$ cat src/sv/uitf_pkg.sv
package uitf_pkg;

  localparam int DATA_W = 8;
  localparam int LEN_W = 6;
  localparam int OP_W = 2;
  localparam int TMO_W = 8;
  localparam logic [TMO_W-1:0] IDLE_TIMEOUT_RESET = 8'd3;
  localparam logic [TMO_W-1:0] IDLE_MAX = 8'hFF;

  typedef enum logic [OP_W-1:0] {
    OP_RX_BYTE = 2'd0,
    OP_TICK    = 2'd1,
    OP_READ    = 2'd2,
    OP_NONE    = 2'd3
  } op_t;

  typedef enum logic [2:0] {
    ST_IDLE,
    ST_RXB,
    ST_TICK,
    ST_SEARCH,
    ST_NOTFOUND,
    ST_READ
  } state_t;

  typedef struct packed {
    logic capture;
    logic cfg_we;
    logic rx_exec;
    logic tick_exec;
    logic search;
    logic emit_none;
    logic issue_read;
  } cmd_t;

  typedef struct packed {
    logic hit;
    logic last_issue;
  } status_t;

endpackage

$ cat src/sv/uart_rx_idle_timeout_framer_top.sv
// UART receive framer: cuts received bytes into frames on idle timeout and
// keeps them in a ring of SLOTS slots of FRAME_BYTES bytes each.
// Commands: start with operation (0 byte, 1 tick, 2 read) and rx_byte; taken
// at a clock edge where start is high and busy is low.
// A byte or a tick is accepted, then applied in its update state; operation
// 3 does nothing.
// A read is accepted, finds the lowest ready slot in the search state, then
// reads the frame through the frame RAM read port in the read state; beats
// appear on strobe in the cycle after each RAM read, one per cycle, last
// marking the final one. With no ready frame a single beat with found low
// and last high follows the search and not-found states.
// Results cannot be held off: each beat is valid for exactly one cycle.
// The idle timeout register is written on the cfg channel while not busy.
// Reset (rst, synchronous) empties all slots, sets the timeout to 3 and
// returns to idle; frame RAM contents are not cleared.
module uart_rx_idle_timeout_framer_top #(
  parameter int SLOTS = 4,
  parameter int FRAME_BYTES = 32
) (
  input  logic                        clk,
  input  logic                        rst,
  input  logic                        start,
  output logic                        busy,
  input  logic [uitf_pkg::OP_W-1:0]   operation,
  input  logic [uitf_pkg::DATA_W-1:0] rx_byte,
  input  logic                        cfg_valid,
  output logic                        cfg_ready,
  input  logic [uitf_pkg::TMO_W-1:0]  cfg_data,
  output logic                        strobe,
  output logic                        found,
  output logic [uitf_pkg::DATA_W-1:0] data_byte,
  output logic [uitf_pkg::LEN_W-1:0]  frame_length,
  output logic                        last
);
  import uitf_pkg::*;

  cmd_t    cmd;
  status_t status;

  uitf_ctrl u_ctrl (
    .clk      (clk),
    .rst      (rst),
    .start    (start),
    .operation(operation),
    .cfg_valid(cfg_valid),
    .status   (status),
    .cmd      (cmd),
    .busy     (busy),
    .cfg_ready(cfg_ready)
  );

  uitf_datapath #(
    .SLOTS      (SLOTS),
    .FRAME_BYTES(FRAME_BYTES)
  ) u_datapath (
    .clk         (clk),
    .rst         (rst),
    .cmd         (cmd),
    .status      (status),
    .rx_byte     (rx_byte),
    .cfg_data    (cfg_data),
    .strobe      (strobe),
    .found       (found),
    .data_byte   (data_byte),
    .frame_length(frame_length),
    .last        (last)
  );

endmodule

$ cat src/sv/uitf_ram.sv
module uitf_ram #(
  parameter int WIDTH = 8,
  parameter int DEPTH = 128
) (
  input  logic                     clk,
  input  logic                     we,
  input  logic [$clog2(DEPTH)-1:0] waddr,
  input  logic [WIDTH-1:0]         wdata,
  input  logic [$clog2(DEPTH)-1:0] raddr,
  output logic [WIDTH-1:0]         rdata
);

  logic [WIDTH-1:0] mem [DEPTH];

  always_ff @(posedge clk) begin
    if (we) begin
      mem[waddr] <= wdata;
    end
    rdata <= mem[raddr];
  end

endmodule

$ cat src/sv/uitf_ctrl.sv
module uitf_ctrl (
  input  logic                      clk,
  input  logic                      rst,
  input  logic                      start,
  input  logic [uitf_pkg::OP_W-1:0] operation,
  input  logic                      cfg_valid,
  input  uitf_pkg::status_t         status,
  output uitf_pkg::cmd_t            cmd,
  output logic                      busy,
  output logic                      cfg_ready
);
  import uitf_pkg::*;

  state_t state, state_next;
  logic accept;

  assign busy = (state != ST_IDLE);
  assign cfg_ready = !busy;
  assign accept = start && !busy;

  always_ff @(posedge clk) begin
    if (rst) begin
      state <= ST_IDLE;
    end else begin
      state <= state_next;
    end
  end

  always_comb begin
    state_next = state;
    unique case (state)
      ST_IDLE: begin
        if (accept) begin
          unique case (op_t'(operation))
            OP_RX_BYTE: state_next = ST_RXB;
            OP_TICK:    state_next = ST_TICK;
            OP_READ:    state_next = ST_SEARCH;
            default:    state_next = ST_IDLE;
          endcase
        end
      end
      ST_RXB:      state_next = ST_IDLE;
      ST_TICK:     state_next = ST_IDLE;
      ST_SEARCH:   state_next = status.hit ? ST_READ : ST_NOTFOUND;
      ST_NOTFOUND: state_next = ST_IDLE;
      ST_READ: begin
        if (status.last_issue) begin
          state_next = ST_IDLE;
        end
      end
      default:     state_next = ST_IDLE;
    endcase
  end

  always_comb begin
    cmd = '0;
    cmd.capture = accept;
    cmd.cfg_we = cfg_valid && cfg_ready;
    unique case (state)
      ST_IDLE:     ;
      ST_RXB:      cmd.rx_exec = 1'b1;
      ST_TICK:     cmd.tick_exec = 1'b1;
      ST_SEARCH:   cmd.search = 1'b1;
      ST_NOTFOUND: cmd.emit_none = 1'b1;
      ST_READ:     cmd.issue_read = 1'b1;
      default:     ;
    endcase
  end

endmodule

$ cat src/sv/uitf_datapath.sv
module uitf_datapath #(
  parameter int SLOTS = 4,
  parameter int FRAME_BYTES = 32
) (
  input  logic                         clk,
  input  logic                         rst,
  input  uitf_pkg::cmd_t               cmd,
  output uitf_pkg::status_t            status,
  input  logic [uitf_pkg::DATA_W-1:0]  rx_byte,
  input  logic [uitf_pkg::TMO_W-1:0]   cfg_data,
  output logic                         strobe,
  output logic                         found,
  output logic [uitf_pkg::DATA_W-1:0]  data_byte,
  output logic [uitf_pkg::LEN_W-1:0]   frame_length,
  output logic                         last
);
  import uitf_pkg::*;

  localparam int SLOT_W = $clog2(SLOTS);
  localparam int CNT_W = $clog2(FRAME_BYTES + 1);
  localparam int IDX_W = (FRAME_BYTES > 1) ? $clog2(FRAME_BYTES) : 1;
  localparam int DEPTH = SLOTS * FRAME_BYTES;
  localparam int ADDR_W = $clog2(DEPTH);
  localparam logic [CNT_W-1:0] FULL = CNT_W'(FRAME_BYTES);
  localparam logic [SLOT_W-1:0] LAST_SLOT = SLOT_W'(SLOTS - 1);

  logic [TMO_W-1:0]  idle_timeout;
  logic [CNT_W-1:0]  slot_count [SLOTS];
  logic [SLOTS-1:0]  slot_ready;
  logic [SLOT_W-1:0] write_slot;
  logic              receiving;
  logic [TMO_W-1:0]  idle_count;
  logic [DATA_W-1:0] byte_hold;

  logic [SLOT_W-1:0] sel_slot;
  logic [CNT_W-1:0]  sel_count;
  logic [IDX_W-1:0]  rd_idx;

  logic [DATA_W-1:0] rdata;
  logic              ram_we;
  logic [ADDR_W-1:0] waddr;
  logic [ADDR_W-1:0] raddr;

  logic [SLOT_W-1:0] ws_inc;
  logic [CNT_W-1:0]  ws_count;
  logic [TMO_W-1:0]  idle_inc;
  logic              srch_hit;
  logic [SLOT_W-1:0] srch_slot;
  logic [CNT_W-1:0]  srch_count;
  logic              issue_last;

  function automatic logic [ADDR_W-1:0] slot_base(input logic [SLOT_W-1:0] s);
    slot_base = ADDR_W'(s) * ADDR_W'(FRAME_BYTES);
  endfunction

  assign ws_inc = (write_slot == LAST_SLOT) ? '0 : write_slot + 1'b1;
  assign ws_count = slot_count[write_slot];
  assign idle_inc = (idle_count < IDLE_MAX) ? idle_count + 1'b1 : idle_count;

  // lowest ready slot that holds bytes
  always_comb begin
    srch_hit = 1'b0;
    srch_slot = '0;
    srch_count = '0;
    for (int s = SLOTS - 1; s >= 0; s--) begin
      if (slot_ready[s] && slot_count[s] != '0) begin
        srch_hit = 1'b1;
        srch_slot = SLOT_W'(s);
        srch_count = slot_count[s];
      end
    end
  end

  assign issue_last = (CNT_W'(rd_idx) + 1'b1) == sel_count;
  assign status.hit = srch_hit;
  assign status.last_issue = issue_last;

  // a full slot hands the byte to the next slot, which is empty when not ready
  always_comb begin
    ram_we = 1'b0;
    waddr = slot_base(write_slot) + ADDR_W'(ws_count);
    if (cmd.rx_exec && !slot_ready[write_slot]) begin
      if (ws_count < FULL) begin
        ram_we = 1'b1;
      end else if (!slot_ready[ws_inc]) begin
        ram_we = 1'b1;
        waddr = slot_base(ws_inc);
      end
    end
  end

  assign raddr = slot_base(sel_slot) + ADDR_W'(rd_idx);

  uitf_ram #(
    .WIDTH(DATA_W),
    .DEPTH(DEPTH)
  ) u_ram (
    .clk  (clk),
    .we   (ram_we),
    .waddr(waddr),
    .wdata(byte_hold),
    .raddr(raddr),
    .rdata(rdata)
  );

  always_ff @(posedge clk) begin
    if (rst) begin
      idle_timeout <= IDLE_TIMEOUT_RESET;
      slot_ready <= '0;
      write_slot <= '0;
      receiving <= 1'b0;
      idle_count <= '0;
      rd_idx <= '0;
      for (int s = 0; s < SLOTS; s++) begin
        slot_count[s] <= '0;
      end
    end else begin
      if (cmd.cfg_we) begin
        idle_timeout <= cfg_data;
      end
      if (cmd.rx_exec) begin
        idle_count <= '0;
        receiving <= 1'b1;
        if (slot_ready[write_slot]) begin
          receiving <= 1'b0;
          write_slot <= ws_inc;
        end else if (ws_count < FULL) begin
          slot_count[write_slot] <= ws_count + 1'b1;
        end else begin
          slot_ready[write_slot] <= 1'b1;
          write_slot <= ws_inc;
          if (slot_ready[ws_inc]) begin
            receiving <= 1'b0;
          end else begin
            slot_count[ws_inc] <= CNT_W'(1);
          end
        end
      end
      if (cmd.tick_exec && receiving) begin
        if (idle_inc >= idle_timeout) begin
          receiving <= 1'b0;
          idle_count <= '0;
          if (ws_count != '0) begin
            slot_ready[write_slot] <= 1'b1;
            write_slot <= ws_inc;
          end
        end else begin
          idle_count <= idle_inc;
        end
      end
      if (cmd.search) begin
        rd_idx <= '0;
      end
      if (cmd.issue_read) begin
        rd_idx <= rd_idx + 1'b1;
        if (issue_last) begin
          slot_ready[sel_slot] <= 1'b0;
          slot_count[sel_slot] <= '0;
        end
      end
    end
  end

  always_ff @(posedge clk) begin
    if (cmd.capture) begin
      byte_hold <= rx_byte;
    end
    if (cmd.search) begin
      sel_slot <= srch_slot;
      sel_count <= srch_count;
    end
  end

  // result beat follows in the cycle after the RAM read
  always_ff @(posedge clk) begin
    if (rst) begin
      strobe <= 1'b0;
    end else begin
      strobe <= cmd.issue_read || cmd.emit_none;
    end
  end

  always_ff @(posedge clk) begin
    found <= cmd.issue_read;
    last <= cmd.emit_none || issue_last;
    frame_length <= cmd.issue_read ? LEN_W'(sel_count) : '0;
  end

  assign data_byte = found ? rdata : '0;

endmodule

$ cat config.mk
export PLATFORM = sky130hd
export DESIGN_NAME = uart_rx_idle_timeout_framer_top
export DESIGN_NICKNAME = d
export VERILOG_FILES = /design/src/sv/uitf_pkg.sv /design/src/sv/uart_rx_idle_timeout_framer_top.sv /design/src/sv/uitf_ram.sv /design/src/sv/uitf_ctrl.sv /design/src/sv/uitf_datapath.sv
export SDC_FILE = /design/constraint.sdc
export NUM_CORES = 1
export LEC_CHECK = 0
export ABC_AREA = 0
export ABC_CLOCK_PERIOD_IN_PS = 8820
export BUFFER_PORTS_ARGS = -buffer_cell sky130_fd_sc_hd__clkbuf_2
export CORE_MARGIN = 3
export CORE_UTILIZATION = 30
export DETAILED_ROUTE_END_ITERATION = 8
export GPL_ROUTABILITY_DRIVEN = 0
export PLACE_DENSITY = 0.41
export SYNTH_ARGS = -nofsm -noshare
export SYNTH_HDL_FRONTEND = slang
export SYNTH_SLANG_ARGS = --single-unit
$ cat constraint.sdc
create_clock -name clk -period 8.82 [get_ports clk]
set_input_delay 1.764 -clock clk [delete_from_list [all_inputs] [get_ports clk]]
set_output_delay 1.764 -clock clk [all_outputs]
set_load 0.03 [all_outputs]
# Word level (Yosys, flattened, before mapping)

Memory sizes are Yosys's and may differ from the RTL's. A register that Yosys moved wholly into a read port is not among the register bits.
Cells that the tools add are included.

$add $sub $neg: 7
Magnitude comparators: 8
Eq/ne operators: 11
Multiplexer cells: 91
Bitwise logic cells: 4
Reductions and logical operators: 29

Operators with widths:

| cell                                                 | number |
|---|---|
| two-way mux 1 bit                                    | 43 |
| two-way mux 6 bit                                    | 7 |
| two-way mux 4 bit                                    | 10 |
| two-way mux 8 bit                                    | 5 |
| nonzero test 6 bit                                   | 5 |
| two-way mux 2 bit                                    | 13 |
| two-way mux 7 bit                                    | 3 |
| OR reduction 6 bit                                   | 3 |
| logical AND 1 bit                                    | 10 |
| two-way mux 5 bit                                    | 2 |
| < comparator 2 x 3 -> 1 bit (second input constant)  | 3 |
| one-hot mux 3 bit (3 select lines)                   | 1 |
| adder 8 x 1 -> 8 bit (second input constant)         | 1 |
| greater-or-equal comparator 8 bit                    | 1 |
| < comparator 8 bit (second input constant)           | 1 |
| bitwise OR 4 bit                                     | 2 |
| adder 7 x 5 -> 7 bit                                 | 1 |
| adder 7 x 6 -> 7 bit                                 | 1 |
| adder 5 x 1 -> 6 bit (second input constant)         | 1 |
| adder 6 x 1 -> 6 bit (second input constant)         | 1 |
| equality test 3 x 2 -> 1 bit (second input constant) | 2 |
| equality test 3 bit (second input constant)          | 2 |
| equality test 6 bit                                  | 1 |
| < comparator 6 bit (second input constant)           | 1 |
| other kinds (21)                                     | 30 |

Register bits: 56
Bits in writable memories: 1048
Input bits: 22
Output and inout bits: 19
Word-level logic and storage cells: 167
Memories kept: 2

Memory list:

| name                  | words | bits a word | read ports | clocked after memory_dff | write ports | RTL line            | text |
|---|---|---|---|---|---|---|---|
| u_datapath.u_ram.mem  | 128   | 8           | 1          | 1                        | 1           | uitf_ram.sv:13      | `logic [WIDTH-1:0] mem [DEPTH];` |
| u_datapath.slot_count | 4     | 6           | 5          | 1                        | 4           | uitf_datapath.sv:28 | `logic [CNT_W-1:0] slot_count [SLOTS];` |

# Logic depth before layout (Yosys ltp)

Word-level depth: 17
Gate-level depth with buffers: 14
Mapped depth without buffers: 12

# Hierarchy

A second synthesis with hierarchy kept.

Cells, all modules: 2154
Area total of the unflattened synthesis: 44312.5 sq um

By module, submodules not included:

| module        | times used | cells an instance | area each (sq um) | sequential area each (sq um) |
|---|---|---|---|---|
| uitf_ram      | 1          | 1635              | 39665.5           | 30909.6 |
| uitf_datapath | 1          | 491               | 4394.2            | 1701.6 |
| uitf_ctrl     | 1          | 28                | 252.7             | 60.1 |

# Worst setup path after synthesis

Ideal clock, no wire load.

Kind: register -> register
From: reg u_datapath.write_slot[0]
To: mem u_datapath.u_ram.mem[48][0] (enable)
Library setup time: 0.370 ns
Data arrival time: 3.180 ns
Data required time: 8.450 ns
Path slack: 5.270 ns
Cell stages (with the launch flop): 12
Buffers on the path: 3
Period minus slack after synthesis: 3.550 ns
Path through: dfxtp_1 > buf_4 > inv_1 > ha_1 > buf_2 > mux4_2 > and4bb_1 > buf_2 > mux2_2 > nor2_1 > nand2_1 > nor2_1

Cells in the longest elaborated chain, start to end: 9
Elaborated cells on any way between the ends: 18
Those cells by class: add/sub (2); eq/ne (1); mux (13); reduce/logical (2)

RTL lines:

| element                                                     | RTL line             | text |
|---|---|---|
| start: declaration                                          | uitf_datapath.sv:30  | `logic [SLOT_W-1:0] write_slot;` |
| start signal: assignment                                    | uitf_datapath.sv:126 | `write_slot <= ws_inc;` |
| start signal: assignment                                    | uitf_datapath.sv:131 | `write_slot <= ws_inc;` |
| start signal: assignment                                    | uitf_datapath.sv:145 | `write_slot <= ws_inc;` |
| adder 2 x 1 -> 2 bit or equality test 2 bit (tied branches) | uitf_datapath.sv:56  | `assign ws_inc = (write_slot == LAST_SLOT) ? '0 : write_slot + 1'b1;` |
| two-way mux 2 bit                                           | uitf_datapath.sv:56  |  |
| binary-select mux 1 bit (select 2 bit)                      | uitf_datapath.sv:85  | `end else if (!slot_ready[ws_inc]) begin` |
| two-way mux 1 bit (not written as such)                     | uitf_datapath.sv:85  |  |
| two-way mux 1 bit                                           | uitf_datapath.sv:85  |  |
| two-way mux 1 bit                                           | uitf_datapath.sv:83  | `if (ws_count < FULL) begin` |
| two-way mux 1 bit                                           | uitf_datapath.sv:82  | `if (cmd.rx_exec && !slot_ready[write_slot]) begin` |
| two-way mux 1 bit                                           | uitf_ram.sv:16       | `if (we) begin` |
| two-way mux 1 bit (not written as such)                     | uitf_ram.sv:17       | `mem[waddr] <= wdata;` |
| end: declaration                                            | uitf_ram.sv:13       |  |

Several ways; a longest one is shown, not always the timed one. The select of a mux whose other input is x is not followed.

# Final worst setup path

From: reg u_datapath.write_slot[0]
To: mem u_datapath.u_ram.mem[53][3] (enable)

The elaborated chain is that of the path after synthesis.

==> reports/qor.txt <==
Vias per std cell -> 5.08
Die width -> 387 um
Total core area -> 144000 um2
Path type of the worst setup path -> flip-flop to flip-flop
Post-DRT Antenna Nets -> 0
Final #Nets -> 2299
Final setup viols -> 0
Layout cells sized above 1 -> 0.227
Area share of the leading cell type in the synthesized netlist -> 0.732
Final wirelength -> 118 mm
Post_cts resized -> 0
DR iter-0 viols -> 1866
Top FF cell, synth -> edfxtp_1
Final min period -> 5.04 ns
FILL cells -> 13500
All-layer global routing usage -> 0.156
Root buffer cell -> clkbuf_16
CTS tree -> done
Family with the most delay on the worst path -> simple AND/OR/NAND/NOR gates
Layout area overhead -> 14.4%
RSZ-0062 raised after global routing -> no
VDD IR max -> 0.156 mV
Seq/Total Area, Yosys -> 0.754
Hold Vio Cnt, Final -> 0
Worst-Skew Late Latency -> 0.74 ns
Worst min-delay path startpoint -> u_datapath.idle_timeout[3]$_SDFFE_PP0P_
Max-slew violation count -> 0
Worst-Margin Slew -> 1.08 ns
#FFs+latches synth -> 1112
H-tree levels -> 3
Setup bufs post-CTS -> 0
EDFF count, synth -> 1064
MaxCap Viol Count -> 0
Sum of negative setup slack -> 0 ns
Critical Path AT -> 5.38 ns
First-pass detailed-route iteration total -> 5
# DRC -> 0
Lkg Pwr -> 0.0151 uW
Worst r2r path cells -> 8
Worst path bufs/invs -> 1
Largest stage delay on the critical path -> 0.77 ns
Critical Path Start Type -> flip-flop
Outcome -> complete, no violations
Flop2flop setup slack -> 3.78 ns
Routed WL per cell -> 27.8 um
Dominant cell type by area after synthesis -> edfxtp_1
Routed vias -> 21700
Dpl hpwl -> 69.2 mm
Worst Hold Depth -> 2
Hold-fix buffers, CTS -> 0
CP required -> 9.16 ns
Cell count after synthesis -> 2182
Warnings, synthesis -> 0
Die Ht -> 387 um
R2R Path Start -> u_datapath.write_slot[0]$_SDFF_PP0_
Initial Utilization -> 0.303
P per Cell Area -> 222 nW/um2
Sink Count -> 1112
Critical Path Sink Type -> flip-flop
Top cells by count, synth -> 1064 x edfxtp_1, 264 x mux4_2, 188 x nor2_1
Initial antenna violation count -> 3
Ys async rst share -> 0
Crit-path max FO -> 14
CP cell instances -> inv_1, ha_1, mux4_2, and4bb_1, mux2_2, nor2_1, nand2_1, nor2_1
Final worst path period share -> 0.571
Hold WC Path Type -> flip-flop to flip-flop
Hold-critical path endpoint -> u_datapath.idle_timeout[3]$_SDFFE_PP0P_
Die area -> 150000 um2
Mapped Nets -> 2224
Fmax -> 0.198 GHz
Vias in the first global route -> 22600
IO Pins -> 41
Num rows -> 139
Largest net degree at the start of global routing -> 129
Worst slew margin -> 0.280
Final Skew -> 0.0586 ns
Synth Cell Area -> 43600 um2
Top cells by area, synth -> edfxtp_1 73%, mux4_2 14%, dfxtp_1 2.2%
Crit-path most repeated cell -> nor2_1
Clock Pin Slew Worst Setup and Hold Paths -> 0.06 ns
Top-count cell post-synth -> edfxtp_1
Global-route wire length before repair -> 170 mm
Critical R2R Capture -> u_datapath.u_ram.mem[53][3]$_DFFE_PP_
Netlist cell types -> 61
Syn avg cell area -> 20.0 um2
Num CTS Buffers -> 119
CTS Buffer Depth -> 3
CP max stage cell -> dfxtp_1
I/O Buffers -> 40
Global route overflow -> 0
Power Total -> 11100 uW
worst max-delay path by stage:
stage | startpoint | to | depth (start not counted)
after floorplan | u_datapath.write_slot[0]$_SDFF_PP0_ | u_datapath.u_ram.mem[48][0]$_DFFE_PP_ | 11
after global placement | u_datapath.write_slot[0]$_SDFF_PP0_ | u_datapath.u_ram.mem[53][6]$_DFFE_PP_ | 8
after detailed placement | u_datapath.write_slot[0]$_SDFF_PP0_ | u_datapath.u_ram.mem[52][0]$_DFFE_PP_ | 8
after CTS | u_datapath.write_slot[0]$_SDFF_PP0_ | u_datapath.u_ram.mem[53][3]$_DFFE_PP_ | 8
after global routing | u_datapath.write_slot[0]$_SDFF_PP0_ | u_datapath.u_ram.mem[55][3]$_DFFE_PP_ | 8
final | u_datapath.write_slot[0]$_SDFF_PP0_ | u_datapath.u_ram.mem[53][3]$_DFFE_PP_ | 8
cell families (layout without fill, tap and decap cells):
logic type               Yosys count  in the layout  synth area share
AO/OA/AOI/OAI                    263            263            0.0460
adder cells (fa/ha/maj)           20             20           0.00573
other                              0              2                 0
buffers and inverters            152            332            0.0169
AND/OR/NAND/NOR                  350            350            0.0364
flip-flops                      1112           1112             0.754
XOR/XNOR                          13             13           0.00261
multiplexers                     272            272             0.138
per-stage QoR:
stage | setup WS [ns] | instance area (um2) | util | cells | hold WS (ns)
4_1_cts | 3.69 | 49900 | 0.347 | 4265 | 0.461
3_5_place_dp | 3.69 | 46000 | 0.319 | 4039 | 0.452
3_3_place_gp | 3.81 | 46000 | 0.319 | 4039 | 0.451
6_report | 3.78 | 49900 | 0.347 | 4267 | 0.460
5_1_grt | 3.47 | 49900 | 0.347 | 4265 | 0.477
2_1_floorplan | 5.27 | 43600 | - | 2182 | 0.436
state kept, by name, summed over array words and instances, names as in the netlist, 2 cells and up:
name and flops:
u_datapath.write_slot 2, u_datapath.idle_count 8, u_datapath.u_ram.rdata 8, u_datapath.frame_length 6, u_datapath.sel_count 6, u_datapath.u_ram.mem 1024, u_ctrl.state 3, u_datapath.byte_hold 8
u_datapath.sel_slot 2, u_datapath.idle_timeout 8, u_datapath.rd_idx 5, u_datapath.slot_ready 4, u_datapath.slot_count 24
per-layer routing:
layer	global-route usage	part of all wire
met5	0	0
met4	0.0473	0.026
met3	0.0227	0.049
met2	0.256	0.49
met1	0.216	0.44
cell type report:
type / instances / area, um2 / share of cell area
repair buffers: 77 / 541 / 0.0108
clock inverters: 70 / 781 / 0.0156
inverters: 29 / 109 / 0.00218
well taps: 1903 / 2380 / 0.0477
multi-input cells: 918 / 10000 / 0.201
flip-flops and latches: 1112 / 32900 / 0.659
diodes: 2 / 5.00 / 0.000100
clock buffers: 156 / 3180 / 0.0637
report_power, final:
group / leakage, uW / total, uW / switching (uW) / internal, uW
combinational: 0.00322 / 232 / 196 / 36.5
sequential: 0.00999 / 5830 / 13.1 / 5820
clock: 0.00190 / 5020 / 2110 / 2910
total: 0.0151 / 11100 / 2320 / 8770
placed cells by master, fill, tap and decap left out, types with 34 or more instances in the layout:
cell / instances
edfxtp_1: 1064
mux4_2: 264
nor2_1: 186
clkbuf_16: 120
nand2_1: 67
a22o_1: 65
a221oi_1: 65
dfxtp_1: 46
clkbuf_2: 40
o22ai_1: 34
tightest hold or removal path, delay by kind of cell (launching register included):
family | cells | cell delay [ns]
flip-flops | 1 | 0.31
AO/OA/AOI/OAI | 1 | 0.05
AND/OR/NAND/NOR | 1 | 0.05
(Power assumes the default switching activity.)
